`src/design/slist_pkg.sv`:
```
`default_nettype none

package slist_pkg;

  // Field widths fixed by the stream format
  localparam int unsigned FuncW   = 3;
  localparam int unsigned PosW    = 7;
  localparam int unsigned ValueW  = 32;
  localparam int unsigned FposW   = 6;
  localparam int unsigned StatusW = 2;
  localparam int unsigned CountW  = 7;

  localparam int unsigned InDataW  = 48;
  localparam int unsigned OutDataW = 48;

  localparam int unsigned DefaultCapacity = 64;

  // Request codes
  typedef enum logic [FuncW-1:0] {
    FN_CLEAR  = 3'd0,
    FN_READ   = 3'd1,
    FN_FIND   = 3'd2,
    FN_INSERT = 3'd3,
    FN_DELETE = 3'd4,
    FN_WRITE  = 3'd5
  } func_e;

  // Result status codes
  typedef enum logic [StatusW-1:0] {
    ST_OK    = 2'd0,
    ST_RANGE = 2'd1,
    ST_FULL  = 2'd2
  } status_e;

  // Command broadcast to every cell of the row
  typedef enum logic [1:0] {
    CMD_HOLD   = 2'd0,
    CMD_INSERT = 2'd1,
    CMD_DELETE = 2'd2,
    CMD_WRITE  = 2'd3
  } cmd_e;

  typedef struct packed {
    cmd_e              cmd;
    logic [ValueW-1:0] value;
  } cell_ctrl_t;

endpackage

`default_nettype wire

```
`src/design/slist_cell.sv`:
```
`default_nettype none

// One list slot. Shifts from its neighbors on insert/delete and compares
// its entry against the broadcast value every cycle.
module slist_cell #(
  parameter int unsigned Idx = 0,
  parameter int unsigned IdxW = 7
) (
  input  wire logic                            clk_i,
  input  wire slist_pkg::cell_ctrl_t           ctrl_i,
  input  wire logic [IdxW-1:0]                 pos_i,
  input  wire logic [IdxW-1:0]                 count_i,
  input  wire logic [slist_pkg::ValueW-1:0]    left_i,
  input  wire logic [slist_pkg::ValueW-1:0]    right_i,
  output logic      [slist_pkg::ValueW-1:0]    entry_o,
  output logic                                 match_o,
  output logic                                 sel_o
);

  localparam logic [IdxW-1:0] IdxV = IdxW'(Idx);

  logic [slist_pkg::ValueW-1:0] entry_q, entry_d;

  // Next entry from command and position relative to this slot
  always_comb begin
    entry_d = entry_q;
    case (ctrl_i.cmd)
      slist_pkg::CMD_INSERT: begin
        if (IdxV == pos_i) begin
          entry_d = ctrl_i.value;
        end else if ((IdxV > pos_i) && (IdxV <= count_i)) begin
          entry_d = left_i;
        end
      end
      slist_pkg::CMD_DELETE: begin
        if ((IdxV >= pos_i) && ((IdxV + 1'b1) < count_i)) begin
          entry_d = right_i;
        end
      end
      slist_pkg::CMD_WRITE: begin
        if (IdxV == pos_i) begin
          entry_d = ctrl_i.value;
        end
      end
      default: begin
        entry_d = entry_q;
      end
    endcase
  end

  always_ff @(posedge clk_i) begin
    entry_q <= entry_d;
  end

  // Search hit only counts for live slots
  assign match_o = (entry_q == ctrl_i.value) && (IdxV < count_i);
  assign sel_o   = (IdxV == pos_i);
  assign entry_o = entry_q;

endmodule

`default_nettype wire

```
`config.mk`:
```
export PLATFORM = sky130hd
export DESIGN_NAME = slist_cell
export DESIGN_NICKNAME = d
export VERILOG_FILES = /design/src/design/slist_pkg.sv /design/src/design/slist_cell.sv
export SDC_FILE = /design/constraint.sdc
export NUM_CORES = 1
export LEC_CHECK = 0
export CELL_PAD_IN_SITES_DETAIL_PLACEMENT = 1
export CELL_PAD_IN_SITES_GLOBAL_PLACEMENT = 1
export CORE_ASPECT_RATIO = 2
export CORE_MARGIN = 8
export CORE_UTILIZATION = 42
export DETAILED_ROUTE_END_ITERATION = 16
export DONT_BUFFER_PORTS = 1
export PLACE_DENSITY_LB_ADDON = 0.25
export SLEW_MARGIN = 20
export SYNTH_ARGS = -nofsm -noshare
export SYNTH_HDL_FRONTEND = slang
export SYNTH_SLANG_ARGS = --single-unit
```
`constraint.sdc`:
```
create_clock -name clk_i -period 2.54 [get_ports clk_i]
set_input_delay 0 -clock clk_i [delete_from_list [all_inputs] [get_ports clk_i]]
set_output_delay 0 -clock clk_i [all_outputs]
set_load 0.05 [all_outputs]
```
==> impl_metrics.env <==
export IMPL_vias=1633
export IMPL_switching_share=0.208
export IMPL_clock_sinks=32
export IMPL_nets=321
export IMPL_detail_route_first_pass_iterations=2
export IMPL_diodes=0
export IMPL_initial_utilization=0.428
export IMPL_detail_route_antenna_nets=0
export IMPL_crit_fanout=2
export IMPL_worstPathArrival_ps=2110
export IMPL_final_common_cell="mux2i_1"
export IMPL_max_slew_margin_rel=0.603
export IMPL_numPortBuffers=0
export IMPL_finalSetupViolations=0
export IMPL_synth_distinct_cells=17
export IMPL_hold_path_class="input port to flip-flop"
export IMPL_cts_resized=0
export IMPL_status="completed"
export IMPL_power_frac_clock=0.425
export IMPL_clk_pin_slew_ps=50
export IMPL_yosysSeqAreaShare=0.400
export IMPL_startpoint_type="flip-flop"
export IMPL_p_per_area_nw_per_um2=483
export IMPL_mostFrequentLayoutCells="mux2i_1, xor2_1, edfxtp_1"
export IMPL_postLayoutCellArea_um2=2700
export IMPL_h_tree_depth=2
export IMPL_cp_end_kind="output port"
export IMPL_fmaxAchievable_ghz=0.473
export IMPL_p_comb_frac=0.114
export IMPL_place_ws_ps=658
export IMPL_whs_endpoint="entry_o[7]"
export IMPL_stdcell_count=269
export IMPL_gp_congestion=0.760
export IMPL_grt_remaining_overflow=0
export IMPL_synthCells=196
export IMPL_viasPerCell=6.07
export IMPL_largest_reg_flops=32
export IMPL_dpl_cell_count=259
export IMPL_finalWirelength_mm=6.94
export IMPL_coreArea_um2=5610
export IMPL_avgSynthCellArea_um2=12.2
export IMPL_cts_tree="done"
export IMPL_antenna_found_initial=0
export IMPL_grt_max_degree=35
export IMPL_seq_power_share=0.461
export IMPL_clockRootBuffer="clkbuf_16"
export IMPL_ys_seq_elements=32
export IMPL_dieArea_um2=8540
export IMPL_grt_pass1_wl_mm=10.6
export IMPL_p_int_w=0.00103
export IMPL_tns_ps=0
export IMPL_ioPinCount=147
export IMPL_floorplan_rows=39
export IMPL_drive_gt1_frac=0.115
export IMPL_die_x_um=69.5
export IMPL_placed_area_um2=2530
export IMPL_setup_slack_ps=426
export IMPL_syn_cell_area_um2=2400
export IMPL_drt_iter0_markers=44
export IMPL_post_route_period_util=0.832
export IMPL_max_cap_viol_count=0
export IMPL_post_drt_wl_per_cell_um=25.8
export IMPL_rsz0062_at_grt="false"
export IMPL_hp_start="ctrl_i[7]"
export IMPL_grt_pass1_vias=1972
export IMPL_syn_num_nets=309
export IMPL_final_util=0.481
export IMPL_hold_depth=2
export IMPL_yosys_warnings=0
export IMPL_worstMarginPinSlew_ps=596
export IMPL_p_switching_w=0.000272
export IMPL_critPathRequiredTime_ps=2540
export IMPL_p_leak_nw=1.30
export IMPL_cts_made_buffers=5
export IMPL_clock_path_buffers=2
export IMPL_hpwl_mm=5.36
export IMPL_worstSetupPathType="flip-flop to output port"
export IMPL_peakVddDrop_uv=327
export IMPL_gr_usage_all_layers=0.156
export IMPL_area_growth_pct=12.5
export IMPL_min_period_ps=2110
export IMPL_hold_viol=0
export IMPL_drc=0
export IMPL_post_cts_setup_buffers=0
export IMPL_fp_dieH_um=123
export IMPL_drv_slew=0
-- cell usage after synthesis (all sizes together) --
cell type / count / share of area
a21oi: 2 / 0.0042
a22o: 1 / 0.0037
buf: 10 / 0.029
clkbuf: 1 / 0.0016
edfxtp: 32 / 0.40
inv: 2 / 0.0031
mux2i: 93 / 0.39
nand2: 3 / 0.0057
nand4: 2 / 0.0052
nor2: 5 / 0.0078
nor3: 2 / 0.0042
nor4: 10 / 0.029
o21ai: 1 / 0.0021
xor2: 32 / 0.12
-- power groups by stage --
| stage | Clock, W | Sequential [W] | Combinational (W) |
|---|---|---|---|
| 2_1_floorplan | 0 | 0.000613 | 0.000132 |
| 3_3_place_gp | 0 | 0.000611 | 0.000126 |
| 3_5_place_dp | 0 | 0.000611 | 0.000132 |
| 4_1_cts | 0.000572 | 0.000600 | 0.000153 |
| 5_1_grt | 0.000597 | 0.000600 | 0.000164 |
| 6_report | 0.000554 | 0.000601 | 0.000149 |
-- routing by layer --
metal,GRT usage,vias to the layer above,share of wire
met5,0,-,0
met4,0.0632,0,0.015
met3,0.0787,6,0.11
met2,0.279,92,0.53
met1,0.149,777,0.35
li1,-,758,-
-- critical path, cell delays in order (launching register included) --
cell,delay [ps]
edfxtp_1,620
xor2_1,240
nor4_1,330
nand4_1,210
nor3_2,210
buf_4,220
-- cells by family after synthesis --
kind of cell,share of synthesized area
compound gates,0.00990
buf+inv,0.0334
mux,0.388
flops,0.400
xor+xnor,0.117
simple gates,0.0516
-- area by class of cell --
| class | instances | area, µm² |
|---|---|---|
| clock inverters | 1 | 5.00 |
| repair buffers | 16 | 150 |
| flip-flops and latches | 32 | 961 |
| clock buffers | 6 | 129 |
| inverters | 2 | 7.51 |
| multi-input cells | 151 | 1370 |
| well taps | 61 | 76.3 |
| fillers | 606 | 2910 |
-- per-stage QoR --
stage                     power (W)  hold WS [ps]
after floorplan            0.000745           230
after global placement     0.000737           231
after detailed placement   0.000743           234
after CTS                   0.00132         0.774
after global routing        0.00136          4.07
final                       0.00130          5.65
-- timing repair --
action	CTS	global route
setup endpoints to repair	0	0
hold endpoints to repair	32	0
hold buffers	3	0
-- worst max path at each step --
stage	cells after the start	from	to
2_1_floorplan	4	pos_i[3]	entry_o[0]
3_3_place_gp	5	entry_o[23]	match_o
3_5_place_dp	5	entry_o[20]	match_o
4_1_cts	5	entry_o[20]	match_o
5_1_grt	5	entry_o[20]	match_o
6_report	5	entry_o[5]	match_o
No activity file was read; power rests on OpenSTA's default activity.
